[src/rtl/core/tftp_cls_pkg.sv]
// tftp_cls_pkg: shared types and constants of the tftp flow classifier
// no dependencies
`timescale 1ns / 1ps
package tftp_cls_pkg;
   localparam logic [2:0] ST_CONNECT  = 3'd0;
   localparam logic [2:0] ST_TRANSFER = 3'd1;
   localparam logic [2:0] ST_ACK      = 3'd2;
   localparam logic [2:0] ST_DATA     = 3'd3;
   localparam logic [2:0] ST_ERROR    = 3'd4;

   localparam logic [1:0] V_INPROCESS = 2'd0;
   localparam logic [1:0] V_SUCCESS   = 2'd1;
   localparam logic [1:0] V_NOTCOMPAT = 2'd2;
   localparam logic [1:0] V_NOMATCH   = 2'd3;

   localparam logic [2:0] HDR_BAD = 3'd0;

   localparam logic [15:0] OP_RRQ   = 16'h0001;
   localparam logic [15:0] OP_WRQ   = 16'h0002;
   localparam logic [15:0] OP_DATA  = 16'h0003;
   localparam logic [15:0] OP_ACK   = 16'h0004;
   localparam logic [15:0] OP_ERROR = 16'h0005;
   localparam logic [15:0] MAX_ERR_CODE = 16'd7;

   // request parse phases
   localparam logic [2:0] RQ_NAME_FIRST = 3'd2;
   localparam logic [2:0] RQ_NAME       = 3'd3;
   localparam logic [2:0] RQ_MODE_FIRST = 3'd4;
   localparam logic [2:0] RQ_MODE       = 3'd5;
   localparam logic [2:0] RQ_DONE       = 3'd6;
   localparam logic [2:0] RQ_REJECT     = 3'd7;

   localparam int unsigned MIN_REQ_LEN = 6;

   localparam logic [2:0] CSR_COUNT_THRESHOLD = 3'd0;
   localparam logic [2:0] CSR_MAX_PAYLOAD     = 3'd1;
   localparam logic [2:0] CSR_START_TRANSFER  = 3'd2;

   typedef struct packed {
      logic [7:0]  count_threshold;
      logic [15:0] max_data_payload;
      logic        start_in_transfer;
   } cfg_type;

   function automatic logic [7:0] mode_a_char(input logic [3:0] i);
      case (i[2:0])
         3'd0: mode_a_char = "n";
         3'd1: mode_a_char = "e";
         3'd2: mode_a_char = "t";
         3'd3: mode_a_char = "a";
         3'd4: mode_a_char = "s";
         3'd5: mode_a_char = "c";
         3'd6: mode_a_char = "i";
         default: mode_a_char = "i";
      endcase
   endfunction

   function automatic logic [7:0] mode_b_char(input logic [3:0] i);
      case (i[2:0])
         3'd0: mode_b_char = "o";
         3'd1: mode_b_char = "c";
         3'd2: mode_b_char = "t";
         3'd3: mode_b_char = "e";
         3'd4: mode_b_char = "t";
         default: mode_b_char = "o";
      endcase
   endfunction
endpackage

[src/rtl/core/tftp_flow_classifier_top.sv]
// tftp_flow_classifier_top: tftp flow classifier, one payload byte per beat
// depends on tftp_cls_pkg and tftp_cls_csr
//
//  channel | dir | beat content
//  req_    | in  | tdata = data_byte; tuser = last_byte, from_responder, empty_packet, new_flow
//  rsp_    | out | tdata = verdict, spawn_expected, flow_state, block_number
//  csr_    | in  | apb-style writes and reads of three registers
//
// one byte is taken per cycle while req_tready is high; a packet-end beat gives its result
// in the next cycle via the result register. all parse and flow state updates happen on the
// accept edge, so back-to-back beats need no bubbles. a stalled result holds
// req_tready low only while the result register is full and not being taken.
// reset is synchronous and sets connect state; start_in_transfer sets a new flow's start state.
`timescale 1ns / 1ps
module tftp_flow_classifier_top #(
   parameter int LENGTH_BITS = 16
) (
   input  logic        clock,
   input  logic        reset,
   input  logic        req_tvalid,
   output logic        req_tready,
   input  logic [7:0]  req_tdata,   // [7:0] data_byte
   input  logic [3:0]  req_tuser,   // [0] last_byte [1] from_responder [2] empty_packet [3] new_flow
   output logic        rsp_tvalid,
   input  logic        rsp_tready,
   output logic [23:0] rsp_tdata,   // [1:0] verdict [2] spawn_expected [5:3] flow_state [21:6] block_number
   input  logic        csr_psel,
   input  logic        csr_penable,
   input  logic        csr_pwrite,
   input  logic [3:0]  csr_paddr,
   input  logic [31:0] csr_pwdata,
   output logic [31:0] csr_prdata,
   output logic        csr_pready
);
   localparam logic [LENGTH_BITS-1:0] POS_MAX = '1;

   tftp_cls_pkg::cfg_type cfg;

   tftp_cls_csr u_csr (
      .clock, .reset, .csr_psel, .csr_penable, .csr_pwrite, .csr_paddr,
      .csr_pwdata, .csr_prdata, .csr_pready, .cfg
   );

   // flow and parse state
   logic [2:0]  fsm_ff, fsm_in;
   logic [7:0]  cnt_ff, cnt_in;
   logic        fin_ff, fin_in;
   logic [15:0] blk_ff, blk_in;
   logic [LENGTH_BITS-1:0] pos_ff, pos_in;
   logic [15:0] op_ff, op_in, sw_ff, sw_in;
   logic [2:0]  ph_ff, ph_in;
   logic        prn_ff, prn_in;
   logic [3:0]  mpos_ff, mpos_in;
   logic [1:0]  mc_ff, mc_in;
   logic [7:0]  prev_ff, prev_in;
   logic        ov_ff;
   logic [23:0] od_ff, od_in;
   logic        emit;

   logic [7:0] b;
   logic last, resp, empty, fresh, acc;
   assign b = req_tdata;
   assign last = req_tuser[0];
   assign resp = req_tuser[1];
   assign empty = req_tuser[2];
   assign fresh = req_tuser[3];
   assign req_tready = !ov_ff || rsp_tready;
   assign acc = req_tvalid && req_tready;
   assign rsp_tvalid = ov_ff;
   assign rsp_tdata = od_ff;

   always_comb begin
      logic [7:0] f;
      logic [16:0] len, limit;
      logic [2:0] hdr, st;
      logic [15:0] sblk;
      logic [1:0] v, sv;
      logic spawn, dosq;
      fsm_in = fsm_ff; cnt_in = cnt_ff; fin_in = fin_ff; blk_in = blk_ff;
      pos_in = pos_ff; op_in = op_ff; sw_in = sw_ff; ph_in = ph_ff;
      prn_in = prn_ff; mpos_in = mpos_ff; mc_in = mc_ff; prev_in = prev_ff;
      emit = 1'b0; v = tftp_cls_pkg::V_INPROCESS; spawn = 1'b0;
      f = 8'd0; len = 17'd0; limit = 17'd0; hdr = tftp_cls_pkg::HDR_BAD;
      st = 3'd0; sblk = 16'd0; sv = 2'd0; dosq = 1'b0;

      // restart flow on first beat
      if (fresh && pos_ff == '0) begin
         fsm_in = cfg.start_in_transfer ? tftp_cls_pkg::ST_TRANSFER
                                        : tftp_cls_pkg::ST_CONNECT;
         cnt_in = 8'd0; fin_in = 1'b0; blk_in = 16'd0;
      end

      if (!empty) begin
         if (pos_ff == LENGTH_BITS'(1)) op_in = {prev_ff, b};
         else if (pos_ff == LENGTH_BITS'(3)) sw_in = {prev_ff, b};
         // request parser
         f = (b >= "A" && b <= "Z") ? b + 8'd32 : b;
         if (pos_ff < LENGTH_BITS'(2)) ph_in = 3'(pos_ff) + 3'd1;
         else begin
            case (ph_ff)
               tftp_cls_pkg::RQ_NAME_FIRST: begin
                  if (b == 8'd0) ph_in = tftp_cls_pkg::RQ_REJECT;
                  else begin
                     if (b < 8'h20 || b > 8'h7E) prn_in = 1'b0;
                     ph_in = tftp_cls_pkg::RQ_NAME;
                  end
               end
               tftp_cls_pkg::RQ_NAME: begin
                  if (b == 8'd0) ph_in = tftp_cls_pkg::RQ_MODE_FIRST;
                  else if (b < 8'h20 || b > 8'h7E) prn_in = 1'b0;
               end
               tftp_cls_pkg::RQ_MODE_FIRST, tftp_cls_pkg::RQ_MODE: begin
                  if (b != 8'd0) begin
                     if (mpos_ff >= 4'd8 || f != tftp_cls_pkg::mode_a_char(mpos_ff))
                        mc_in[0] = 1'b0;
                     if (mpos_ff >= 4'd5 || f != tftp_cls_pkg::mode_b_char(mpos_ff))
                        mc_in[1] = 1'b0;
                     if (mpos_ff < 4'd15) mpos_in = mpos_ff + 4'd1;
                     ph_in = tftp_cls_pkg::RQ_MODE;
                  end else if (ph_ff == tftp_cls_pkg::RQ_MODE_FIRST)
                     ph_in = tftp_cls_pkg::RQ_REJECT;
                  else begin
                     if (mpos_ff != 4'd8) mc_in[0] = 1'b0;
                     if (mpos_ff != 4'd5) mc_in[1] = 1'b0;
                     ph_in = (mc_in != 2'd0) ? tftp_cls_pkg::RQ_DONE
                                             : tftp_cls_pkg::RQ_REJECT;
                  end
               end
               default: ;
            endcase
         end
         prev_in = b;
         pos_in = (pos_ff < POS_MAX) ? pos_ff + LENGTH_BITS'(1) : POS_MAX;
         len = 17'(pos_in);
         limit = 17'd4 + 17'(cfg.max_data_payload);

         // header check
         if (len >= 17'd4) begin
            case (op_in)
               tftp_cls_pkg::OP_DATA:
                  hdr = (len > limit) ? tftp_cls_pkg::HDR_BAD : tftp_cls_pkg::ST_DATA;
               tftp_cls_pkg::OP_ACK:
                  hdr = (len != 17'd4) ? tftp_cls_pkg::HDR_BAD : tftp_cls_pkg::ST_ACK;
               tftp_cls_pkg::OP_ERROR:
                  hdr = (sw_in > tftp_cls_pkg::MAX_ERR_CODE || len <= 17'd4 || b != 8'd0)
                        ? tftp_cls_pkg::HDR_BAD : tftp_cls_pkg::ST_ERROR;
               default: hdr = tftp_cls_pkg::HDR_BAD;
            endcase
         end

         if (last) begin
            emit = 1'b1;
            st = fsm_in;
            if (st == tftp_cls_pkg::ST_CONNECT && resp) v = tftp_cls_pkg::V_NOMATCH;
            else if ((st == tftp_cls_pkg::ST_TRANSFER || st == tftp_cls_pkg::ST_DATA)
                     && !resp) v = tftp_cls_pkg::V_INPROCESS;
            else begin
               case (st)
                  tftp_cls_pkg::ST_CONNECT: begin
                     if (len < 17'(tftp_cls_pkg::MIN_REQ_LEN) ||
                         (op_in != tftp_cls_pkg::OP_RRQ && op_in != tftp_cls_pkg::OP_WRQ) ||
                         ph_in != tftp_cls_pkg::RQ_DONE || !prn_in || b != 8'd0)
                        v = tftp_cls_pkg::V_NOTCOMPAT;
                     else spawn = 1'b1;
                  end
                  tftp_cls_pkg::ST_TRANSFER: begin
                     if (hdr == tftp_cls_pkg::HDR_BAD) v = tftp_cls_pkg::V_NOMATCH;
                     else if (hdr == tftp_cls_pkg::ST_ACK) begin
                        if (sw_in != 16'd0) begin
                           fsm_in = tftp_cls_pkg::ST_ERROR; v = tftp_cls_pkg::V_NOMATCH;
                        end else begin
                           fin_in = 1'b0; blk_in = 16'd0; fsm_in = tftp_cls_pkg::ST_ACK;
                        end
                     end else if (hdr == tftp_cls_pkg::ST_DATA) begin
                        if (sw_in != 16'd1) begin
                           fsm_in = tftp_cls_pkg::ST_ERROR; v = tftp_cls_pkg::V_NOMATCH;
                        end else begin
                           blk_in = 16'd1; fsm_in = tftp_cls_pkg::ST_DATA;
                        end
                     end
                  end
                  tftp_cls_pkg::ST_ACK: begin
                     if (hdr == tftp_cls_pkg::HDR_BAD)
                        v = resp ? tftp_cls_pkg::V_NOMATCH : tftp_cls_pkg::V_NOTCOMPAT;
                     else if (hdr == tftp_cls_pkg::ST_ERROR)
                        fsm_in = tftp_cls_pkg::ST_TRANSFER;
                     else if (!resp) begin
                        if (hdr != tftp_cls_pkg::ST_DATA) v = tftp_cls_pkg::V_NOTCOMPAT;
                        else if (len < limit) fin_in = 1'b1;
                     end else if (hdr != tftp_cls_pkg::ST_ACK) v = tftp_cls_pkg::V_NOMATCH;
                     else begin
                        dosq = 1'b1; sblk = sw_in;
                     end
                  end
                  tftp_cls_pkg::ST_DATA: begin
                     if (hdr == tftp_cls_pkg::HDR_BAD) v = tftp_cls_pkg::V_NOMATCH;
                     else if (hdr == tftp_cls_pkg::ST_ERROR) begin
                        fsm_in = tftp_cls_pkg::ST_TRANSFER; dosq = 1'b1; sblk = 16'd0;
                     end else if (hdr != tftp_cls_pkg::ST_DATA) v = tftp_cls_pkg::V_NOMATCH;
                     else begin
                        dosq = 1'b1; sblk = sw_in;
                     end
                  end
                  default: v = tftp_cls_pkg::V_NOMATCH;
               endcase
            end

            // block sequence and count
            if (dosq) begin
               sv = tftp_cls_pkg::V_INPROCESS;
               if (sblk == blk_in + 16'd1) blk_in = blk_in + 16'd1;
               else if (sblk != blk_in) sv = tftp_cls_pkg::V_NOMATCH;
               if (sv == tftp_cls_pkg::V_INPROCESS) begin
                  if (cnt_in < 8'd255) cnt_in = cnt_in + 8'd1;
                  if (cnt_in >= cfg.count_threshold) sv = tftp_cls_pkg::V_SUCCESS;
               end
               v = sv;
               if (sv == tftp_cls_pkg::V_INPROCESS) begin
                  if (st == tftp_cls_pkg::ST_ACK && fin_in)
                     fsm_in = tftp_cls_pkg::ST_TRANSFER;
                  if (st == tftp_cls_pkg::ST_DATA && len < limit)
                     fsm_in = tftp_cls_pkg::ST_TRANSFER;
               end
            end
         end
      end else emit = 1'b1;

      od_in = {2'd0, blk_in, fsm_in, spawn, v};

      // clear per-packet parse state at packet end
      if (emit) begin
         pos_in = '0; op_in = 16'd0; sw_in = 16'd0; ph_in = 3'd0; prn_in = 1'b1;
         mpos_in = 4'd0; mc_in = 2'b11; prev_in = 8'd0;
      end
   end

   always_ff @(posedge clock) begin
      if (reset) begin
         fsm_ff <= tftp_cls_pkg::ST_CONNECT;
         cnt_ff <= 8'd0; fin_ff <= 1'b0; blk_ff <= 16'd0; pos_ff <= '0;
         op_ff <= 16'd0; sw_ff <= 16'd0; ph_ff <= 3'd0; prn_ff <= 1'b1;
         mpos_ff <= 4'd0; mc_ff <= 2'b11; prev_ff <= 8'd0; ov_ff <= 1'b0;
      end else begin
         if (acc) begin
            fsm_ff <= fsm_in; cnt_ff <= cnt_in; fin_ff <= fin_in; blk_ff <= blk_in;
            pos_ff <= pos_in; op_ff <= op_in; sw_ff <= sw_in; ph_ff <= ph_in;
            prn_ff <= prn_in; mpos_ff <= mpos_in; mc_ff <= mc_in; prev_ff <= prev_in;
         end
         if (acc && emit) ov_ff <= 1'b1;
         else if (rsp_tready) ov_ff <= 1'b0;
      end
   end

   // result register
   always_ff @(posedge clock) begin
      if (acc && emit) od_ff <= od_in;
   end
endmodule

[src/rtl/core/tftp_cls_csr.sv]
// tftp_cls_csr: apb-style configuration registers
// depends on tftp_cls_pkg
`timescale 1ns / 1ps
module tftp_cls_csr (
   input  logic                   clock,
   input  logic                   reset,
   input  logic                   csr_psel,
   input  logic                   csr_penable,
   input  logic                   csr_pwrite,
   input  logic [3:0]             csr_paddr,
   input  logic [31:0]            csr_pwdata,
   output logic [31:0]            csr_prdata,
   output logic                   csr_pready,
   output tftp_cls_pkg::cfg_type  cfg
);
   tftp_cls_pkg::cfg_type cfg_ff;
   logic [1:0] idx;
   logic       wr;

   assign idx = csr_paddr[3:2];
   assign wr = csr_psel & csr_penable & csr_pwrite;
   assign csr_pready = 1'b1;
   assign cfg = cfg_ff;

   // register writes
   always_ff @(posedge clock) begin
      if (reset) begin
         cfg_ff.count_threshold   <= 8'd1;
         cfg_ff.max_data_payload  <= 16'd512;
         cfg_ff.start_in_transfer <= 1'b0;
      end else if (wr && csr_paddr[1:0] == 2'b00) begin
         if ({1'b0, idx} == tftp_cls_pkg::CSR_COUNT_THRESHOLD)
            cfg_ff.count_threshold <= csr_pwdata[7:0];
         if ({1'b0, idx} == tftp_cls_pkg::CSR_MAX_PAYLOAD)
            cfg_ff.max_data_payload <= csr_pwdata[15:0];
         if ({1'b0, idx} == tftp_cls_pkg::CSR_START_TRANSFER)
            cfg_ff.start_in_transfer <= csr_pwdata[0];
      end
   end

   // read back
   always_comb begin
      csr_prdata = 32'd0;
      if (csr_paddr[1:0] == 2'b00) begin
         case ({1'b0, idx})
            tftp_cls_pkg::CSR_COUNT_THRESHOLD: csr_prdata = {24'd0, cfg_ff.count_threshold};
            tftp_cls_pkg::CSR_MAX_PAYLOAD:     csr_prdata = {16'd0, cfg_ff.max_data_payload};
            tftp_cls_pkg::CSR_START_TRANSFER:  csr_prdata = {31'd0, cfg_ff.start_in_transfer};
            default:                           csr_prdata = 32'd0;
         endcase
      end
   end
endmodule

[config.mk]
export PLATFORM = sky130hd
export DESIGN_NAME = tftp_flow_classifier_top
export DESIGN_NICKNAME = d
export VERILOG_FILES = /design/src/rtl/core/tftp_cls_pkg.sv /design/src/rtl/core/tftp_flow_classifier_top.sv /design/src/rtl/core/tftp_cls_csr.sv
export SDC_FILE = /design/constraint.sdc
export NUM_CORES = 1
export LEC_CHECK = 0
export ABC_CLOCK_PERIOD_IN_PS = 7550
export BUFFER_PORTS_ARGS = -buffer_cell sky130_fd_sc_hd__buf_2
export CORE_MARGIN = 8
export CORE_UTILIZATION = 30
export CTS_CLUSTER_DIAMETER = 100
export CTS_CLUSTER_SIZE = 25
export DETAILED_ROUTE_END_ITERATION = 8
export HOLD_SLACK_MARGIN = 0.1
export PLACE_DENSITY = 0.58
export REMOVE_ABC_BUFFERS = 1
export SYNTH_ARGS = -nofsm -noshare
export SYNTH_HDL_FRONTEND = slang
export SYNTH_SLANG_ARGS = --single-unit
[constraint.sdc]
create_clock -name clock -period 7.55 [get_ports clock]
set_clock_uncertainty 0.2 [all_clocks]
set_input_delay 1.8875 -clock clock [delete_from_list [all_inputs] [get_ports clock]]
set_output_delay 1.8875 -clock clock [all_outputs]
set_load 0.05 [all_outputs]
==> run summary, run 1 <==
The post-synthesis share of cell area spent on xor and xnor gates was 0.0437; the overall via count from detail_route was 11.7k. The largest buffer count on any clock path is 2. Using the TritonRoute via totals, the vias-per-cell ratio works out to 5.67.

The tree is rooted in a sky130_fd_sc_hd__clkbuf_16. The synthesized design spends more area on one cell type than any other, namely sky130_fd_sc_hd__dfxtp_1. The tools report the startpoint type of the worst setup path as a flip-flop. The met3 layer wire length in the routed design is 1.99 mm.

The normalized max-slew margin was 0.257. The switching share of power came out at 0.293. STA classifies the critical path endpoint as a flip-flop.

By area, the combinational part of the netlist is dominated by simple AND/OR/NAND/NOR gates. The initialized floorplan defines 71 standard-cell rows. The min-delay analysis places its worst path in the category reg -> reg. In this run the tool buffered the top-level ports with 78 buffer cells. The count of distinct cell types in the synthesized netlist is 104, and the highest fanout seen on the critical path is 11. The number of DRC markers in iteration 0 was 1,023; the wire length the detailed router placed on met1 was 17.9 mm. After clock tree synthesis, the setup repair step added 0 buffers. The worst setup margin is 0.360 ns.

The wire length of the first global-routing pass came out at 63.7 mm. The floorplan step set the die width to 209 um. The share of async-settable or async-resettable flops after synthesis was 0. Leaving out fill and tap cells, the most frequent cells in the layout are sky130_fd_sc_hd__nor2_1, sky130_fd_sc_hd__nand2_1, sky130_fd_sc_hd__dfxtp_1. Summing all multi-input logic gate instances after layout gives 0.00753 mm^2.

The number of fill cells in the layout was 3,940; the post-synthesis share of cell area spent on full adders, half adders and majority gates was 0.0401. The tools report the total global-route track usage as 0.180. Counting instances, the worst hold path has a depth of 2.

After global routing the overflow that remains totals 0. The number of antenna violations at the first check in global routing came out at 0. Synthesis produced 1,477 cells. The worst register-to-register path ends at rsp_tdata[7]$_DFFE_PP_.

From synthesis to final layout, the design area changed by 16.9%. In this run the standard cell core region covers 0.0372 mm^2. For the starting density of the core, the log shows 0.301. For this run, the number of Yosys warnings is 0.

By area the synthesized netlist is led by sky130_fd_sc_hd__dfxtp_1, sky130_fd_sc_hd__nor2_1, sky130_fd_sc_hd__edfxtp_1, sky130_fd_sc_hd__nand2_1, sky130_fd_sc_hd__a21oi_1. For the maximum number of pins on one net before global-route repair, the log shows 53. Internal power comes to 1.36 mW. Yosys mapped a number of flops with a built-in enable equal to 22. The combined flip-flop and latch cell area came out at 0.00307 mm^2. Worst hold endpoint: cnt_ff[1]$_SDFFE_PP0P_. The placement-stage worst setup slack was -0.0863 ns; the worst endpoint required time was 7.55 ns. The startpoint of the lowest-slack hold path was cnt_ff[1]$_SDFFE_PP0P_.

The final-report max-slew violation count is 0. For this run, the leading register cell type out of synthesis is sky130_fd_sc_hd__dfxtp_1. The run gives 0 as the number of max-cap violations. The critical path start-end classification is reg -> reg.

The count of final hold-check violations is 0. For the worst flop-to-flop path, the logic depth is 27. The share of cell area taken by muxes after synthesis is 0.0397. The count of instances resized after the clock tree is built came out at 0.

Fraction of the yosys area taken by sequential cells: 0.273. The run finished with clean final reports. The leakage component of the power is 4.98 nW.

The run gives 0 as the hold-fix buffer count after cts. The register clock-pin slew on the reported worst setup and hold paths is 0.07 ns. The total wirelength of the detailed-routed design is 40.3 mm, and the total placed cells including tap cells is 2,036. The most common cell after layout, fill and taps aside is sky130_fd_sc_hd__nor2_1. The core utilization of the finished layout is 0.352. For the share of power burned in combinational logic, the log shows 0.118. Once layout is complete, the cells apart from fillers number 2,068. Routability-driven placement finished with a final weighted congestion of 0.968. In this run the power density over the cells is 146 mW/mm^2. Register bit count reported by yosys: 142. The clock period could shrink to 7.19 ns. The uppermost signal routing layer after detailed routing is met4. The logs give 0.414 for the sequential power share and 114 for the number of ports placed on the die boundary. Clock tree synthesis inserted a total of 17 buffers. Power share of the clock group: 0.468.

The share of synthesized cell area in and, or, nand and nor gates is 0.293, and the number of remaining DRC errors is 0. VDD sags by at most 0.163 mV. The logs give 0 for the number of nets still failing antenna checks after routing and 30.8 mm for the detailed placer's ending HPWL. Worst reg2reg path startpoint: pos_ff[8]$_SDFFE_PP0P_. The share of layout cells above drive strength 1 works out to 0.168.

The final cycle utilization of the critical path came out at 0.952. The synthesized netlist occupies a cell area of 0.0112 mm^2. The highest achievable clock rate was 0.139 GHz. The later pin in the worst-skew pair is clocked with a latency of 0.45 ns. The die is 209 um tall.

The number of clock sinks was 142; the net total in the final layout was 1,672. 0 antenna diodes ended up in the layout. The run gives 7.19 ns as the data arrival time at the worst-slack endpoint. The proportion of netlist area held by the largest area contributor was 0.214. The actual slew at the worst max-slew pin is 1.11 ns, and the reported net switching power is 562 uW.

In this run the worst setup path begins at pos_ff[8]$_SDFFE_PP0P_. A synthesized cell averages 7.60 um^2. In this run the register-to-register setup slack is 0.36 ns. The met2 layer wire length in the routed design was 19.2 mm; the number of global-route vias before repair was 11.4k. CTS built an H-tree with a depth of 4. The first detailed-routing pass ran for 7 iterations. In the final routed layout, each cell accounts on average for 19.5 um.

Compound-cell area share of the yosys netlist: 0.244. The run gives 0 as the setup violation total in the final timing report. Overall die area: 0.0438 mm^2. Setup repair after global routing left no endpoint under its margin. TritonCTS built the clock tree.
==> how the worst max path moves through the flow <==
stage                             end  slack [ns]
3_5_place_dp   rsp_tdata[7]$_DFFE_PP_       -0.09
6_report       rsp_tdata[7]$_DFFE_PP_        0.36
2_1_floorplan  rsp_tdata[7]$_DFFE_PP_        0.36
5_1_grt        rsp_tdata[7]$_DFFE_PP_        0.05
4_1_cts        rsp_tdata[7]$_DFFE_PP_        0.24
3_3_place_gp   rsp_tdata[7]$_DFFE_PP_       -0.04
==> synth_stat cells, drive strengths merged (6+ instances only) <==
library cell  count
and2             16
nor3             44
or2               9
nor2            183
nand2b           16
o211ai            7
nor3b             6
a31oi            24
clkbuf           62
ha               36
a22oi            48
a211oi           10
o22ai            11
mux2i            37
o21ai            86
dfxtp           120
and3             17
or3              10
mux2              6
a211o             6
inv              48
xor2             24
buf              46
o31a              6
edfxtp           22
nor4             31
o2bb2ai           9
and4             13
nand4            50
nor2b             7
nand3            52
xnor2            32
nand2           167
a21oi            93
a21o             12
o31ai            12
==> layout make-up <==
class / instances / area share
Multi-Input combinational cell: 1196 / 0.574
Sequential cell: 142 / 0.234
Timing Repair Buffer: 176 / 0.0861
Clock inverter: 11 / 0.00878
Tap cell: 474 / 0.0452
Clock buffer: 21 / 0.0384
Inverter: 48 / 0.0137
==> metal layers <==
layer  vias to the layer above  GRT usage
li1                       5612          -
met1                      5632      0.226
met2                       395      0.307
met3                        80     0.0264
met4                         0     0.0712
met5                         -          0
==> stage by stage <==
step / cell area, um^2 / total power, mW / TNS (ns) / hold WS, ns
2_1_floorplan: 10700 / 0.940 / 0 / 0.243
3_3_place_gp: 12500 / 1.03 / -0.0837 / 0.256
3_5_place_dp: 12500 / 1.04 / -0.369 / 0.266
4_1_cts: 13100 / 1.93 / 0 / 0.276
5_1_grt: 13100 / 1.98 / 0 / 0.319
6_report: 13100 / 1.92 / 0 / 0.272
==> power groups by stage <==
stage | clock (mW) | sequential, mW | combinational [mW]
6_report | 0.898 | 0.795 | 0.227
5_1_grt | 0.936 | 0.796 | 0.244
3_5_place_dp | 0 | 0.812 | 0.225
3_3_place_gp | 0 | 0.812 | 0.223
4_1_cts | 0.909 | 0.795 | 0.226
2_1_floorplan | 0 | 0.834 | 0.107
==> flip-flops by register name, summed over array words and instances, names as in the netlist <==
name and flops:
blk_ff 16, cnt_ff 8, fin_ff 1, fsm_ff 3
mc_ff 2, mpos_ff 4, op_ff 16, ph_ff 3
pos_ff 16, prev_ff 8, prn_ff 1, rsp_tdata 22
rsp_tvalid 1, sw_ff 16, u_csr.cfg 25
==> cell families (layout without fill, tap and decap cells) <==
kind of cell | Yosys count | after routing
AOI/OAI and AO/OA | 398 | 398
xor gates and xnor gates | 56 | 56
adders and majority gates | 36 | 36
buffers and inverters | 156 | 256
DFF | 142 | 142
muxes | 43 | 43
other | 2 | 19
and+or+nand+nor | 644 | 644
==> worst max-delay path, cell delays in order, from the launching register on <==
cell,delay [ns]
sky130_fd_sc_hd__dfxtp_1,0.59
sky130_fd_sc_hd__nand4_2,0.29
sky130_fd_sc_hd__nor4_1,0.30
sky130_fd_sc_hd__xnor2_1,0.30
sky130_fd_sc_hd__nand2_1,0.20
sky130_fd_sc_hd__ha_1,0.32
sky130_fd_sc_hd__nand3_1,0.16
sky130_fd_sc_hd__o21ai_0,0.41
sky130_fd_sc_hd__o2bb2ai_1,0.18
sky130_fd_sc_hd__a21o_1,0.13
sky130_fd_sc_hd__o32ai_1,0.09
sky130_fd_sc_hd__buf_4,0.17
sky130_fd_sc_hd__a21oi_1,0.22
sky130_fd_sc_hd__and2_1,0.17
sky130_fd_sc_hd__ha_1,0.17
sky130_fd_sc_hd__nand4_1,0.21
sky130_fd_sc_hd__a21oi_4,0.27
sky130_fd_sc_hd__nand2_1,0.13
sky130_fd_sc_hd__xor2_1,0.19
sky130_fd_sc_hd__nor2_1,0.15
sky130_fd_sc_hd__xor2_1,0.15
sky130_fd_sc_hd__a31oi_1,0.14
sky130_fd_sc_hd__o21bai_1,0.18
sky130_fd_sc_hd__or4b_1,0.54
sky130_fd_sc_hd__a211o_1,0.41
sky130_fd_sc_hd__o311a_1,0.38
sky130_fd_sc_hd__a21oi_1,0.21
sky130_fd_sc_hd__inv_1,0.06
No activity file was read; power rests on OpenSTA's default activity.
==> run 2: changes to the inputs <==
--- a/config.mk
+++ b/config.mk
@@ -7,13 +7,15 @@
 export LEC_CHECK = 0
 export ABC_CLOCK_PERIOD_IN_PS = 7550
 export BUFFER_PORTS_ARGS = -buffer_cell sky130_fd_sc_hd__buf_2
+export CELL_PAD_IN_SITES_DETAIL_PLACEMENT = 1
+export CELL_PAD_IN_SITES_GLOBAL_PLACEMENT = 1
 export CORE_MARGIN = 8
 export CORE_UTILIZATION = 30
 export CTS_CLUSTER_DIAMETER = 100
 export CTS_CLUSTER_SIZE = 25
 export DETAILED_ROUTE_END_ITERATION = 8
 export HOLD_SLACK_MARGIN = 0.1
-export PLACE_DENSITY = 0.58
+export PLACE_DENSITY = 0.71
 export REMOVE_ABC_BUFFERS = 1
 export SYNTH_ARGS = -nofsm -noshare
 export SYNTH_HDL_FRONTEND = slang
==> run 2 against run 1 <==
Flip-flop and latch count did not move. Total power fell by 1.5%. Global-route usage rose by 1.3 points. Sequential power barely moved. Via count rose by 2.1%. Wire length rose by 7.4%. Design area barely moved. Die area did not move. First-iteration DRC count fell by 17%. Worst setup slack got worse by 0.11 ns. Clock-buffer cell count fell by 1. Register-to-register slack barely moved.
==> run summary, run 2 (same netlist as run 1, synthesis figures left out) <==
The flow ran to the end, and the final reports show no timing, DRC or antenna violations. The area after detailed placement is 0.0125 mm^2. The run gives 0.458 as the power share of the clock group. In this run, CTS created clock tree buffers numbering 17.

Global placement routability congestion: 0.967. The core area came out at 0.0372 mm^2. Number of antenna repair diodes: 0.

Most common cell after layout, fill and taps aside: sky130_fd_sc_hd__nor2_1. The data arrival time at the worst-slack endpoint was 7.48 ns. The count of final hold-check violations was 0. The logs give 33.2 mm for the detailed placer's ending HPWL and 0 for the number of max-cap violations. Master of the slowest instance on the critical path: sky130_fd_sc_hd__or4b_1.

The library cells used most frequently in the layout, excluding fill and tap cells, are sky130_fd_sc_hd__nor2_1, sky130_fd_sc_hd__nand2_1, sky130_fd_sc_hd__dfxtp_1. After global routing the overflow that remains totals 0. Cell internal power was estimated by the tool at 1.33 mW. Fill cells in the final layout number 4,509. The normalized max-slew margin is 0.248. The share of layout cells above drive strength 1 is 0.172.

The number of cell instances on the worst register-to-register path works out to 35. For this run, the slowest stage of the critical path takes 0.58 ns. The routed design could run at a clock period as short as 7.30 ns. The sequential power share was 0.421. Entering global routing, the biggest net connects 89 pins. At the end of the flow, the number of nets in the layout was 1,674. The number of DRC markers in iteration 0 was 848. The tools report the starting density of the core as 0.301. The switching share of power is 0.295. The root buffer selected by CTS is sky130_fd_sc_hd__clkbuf_16. The via count normalized by instance count is 5.78. The worst setup path is captured at a flip-flop. The logs give 4.99 nW for the leakage component of the power and 0.0438 mm^2 for the overall die area.

The highest fanout seen on the critical path was 6. TritonCTS built the clock tree. Hold timing on the final database bottoms out at a slack of 0.273 ns. Once detail routing completed, the nets flagged for antenna violations numbered 0. The final-report max-slew violation count is 0, and the number of detailed-route iterations in the first pass is 7.

The total global-route track usage was 0.193. The die outline width was 209 um; the wire length of the first global-routing pass was 68.8 mm. The final cycle utilization of the critical path is 0.967, and the post-route cell area is 0.0131 mm^2. For this design the top-level I/O count stands at 114. The run gives 7.73 ns as the worst endpoint required time. The critical path in this run is classified as in -> reg.

The worst-case IR drop observed on VDD is 0.152 mV. After clock tree synthesis, the clock-pin slew on the worst setup and hold paths is 0.07 ns. Counting instances, the worst hold path has a depth of 2. The area growth from synthesis to layout is 16.9%. For this block, the via count after detailed routing is 12.0k. The average wire per cell in the routed design was 20.9 um; the total wirelength of the detailed-routed design was 43.3 mm. The number of remaining DRC errors is 0. At the later pin of the worst-skew pair, clock insertion delay measures 0.45 ns. Timing would allow up to 0.137 GHz. The power per cell area was 144 mW/mm^2; the number of global-route vias before repair was 12.6k.

For the pin with the worst max-slew slack, the measured transition is 1.12 ns. The die outline height is 209 um, and the number of antenna violations at the first check in global routing is 0. Among the stages of the critical path, the cell type that occurs most often is sky130_fd_sc_hd__buf_4. The number of placement rows was 71. The number of clock sinks is 142. In this run the worst hold path is classified as reg -> reg. The register with the most flip-flops in the layout has 25 of them.

Largest buffer count on any clock path: 2. Startpoint type of the worst setup path: a primary input. Buffers placed on the I/O ports in this run total 78. For the reported net switching power, the log shows 557 uW. The tools report the share of power burned in combinational logic as 0.121. For the setup violation total in the final timing report, the log shows 0. The H-tree was split into 4 levels.
[run 2: layer usage]
| metal | share of wire | GRT usage | wire [um] | vias up |
|---|---|---|---|---|
| met4 | 0.035 | 0.0819 | 1500 | 0 |
| met3 | 0.046 | 0.0322 | 2000 | 104 |
| met5 | 0 | 0 | 0 | - |
| met1 | 0.43 | 0.234 | 18700 | 5911 |
| met2 | 0.49 | 0.335 | 21200 | 341 |
| li1 | - | - | - | 5609 |
[run 2: timing repair]
action,in CTS,in global routing
hold buffers,0,0
endpoints found under the setup margin,0,46
setup buffers,0,1
resized for setup,0,19
[run 2: through the flow]
stage	total power [mW]	instances	util	TNS, ns	setup slack, ns
after floorplan	0.940	1386	-	0	0.361
after global placement	1.03	2037	0.335	-0.407	-0.0755
after detailed placement	1.04	2037	0.335	-4.55	-0.241
after CTS	1.90	2069	0.351	0	0.0597
after global routing	1.95	2070	0.352	-0.0747	-0.0210
final	1.89	2070	0.352	0	0.248
[run 2: worst paths after layout]
| path | start | endpoint | slack [ns] |
|---|---|---|---|
| min reg2reg | cnt_ff[1]$_SDFFE_PP0P_ | cnt_ff[1]$_SDFFE_PP0P_ | 0.27 |
| min | cnt_ff[1]$_SDFFE_PP0P_ | cnt_ff[1]$_SDFFE_PP0P_ | 0.27 |
| max reg2reg | pos_ff[0]$_SDFFE_PP0P_ | cnt_ff[6]$_SDFFE_PP0P_ | 0.37 |
| max | req_tdata[4] | cnt_ff[6]$_SDFFE_PP0P_ | 0.25 |
[run 2: worst max-delay path: cells and delay by family]
| family | cells | cell delay (ns) |
|---|---|---|
| compound gates | 8 | 1.88 |
| simple gates | 10 | 1.99 |
| buf+inv | 9 | 1.33 |
| xor+xnor | 1 | 0.19 |
| fa+ha+maj | 1 | 0.19 |
[run 2: layout make-up]
| class | count | area (um^2) | area share |
|---|---|---|---|
| Clock buffer | 20 | 479 | 0.0365 |
| Multi-Input combinational cell | 1196 | 7540 | 0.575 |
| Tap cell | 474 | 593 | 0.0452 |
| Sequential cell | 142 | 3070 | 0.234 |
| Inverter | 48 | 180 | 0.0137 |
| Timing Repair Buffer | 178 | 1140 | 0.0872 |
| Clock inverter | 12 | 106 | 0.00811 |
[run 2: power by group through the flow]
stage               combinational [mW]  clock, mW  sequential, mW
floorplan                        0.107          0           0.834
global placement                 0.223          0           0.812
detailed placement               0.227          0           0.812
CTS                              0.228      0.882           0.795
global route                     0.246      0.912           0.796
finish                           0.229      0.865           0.795
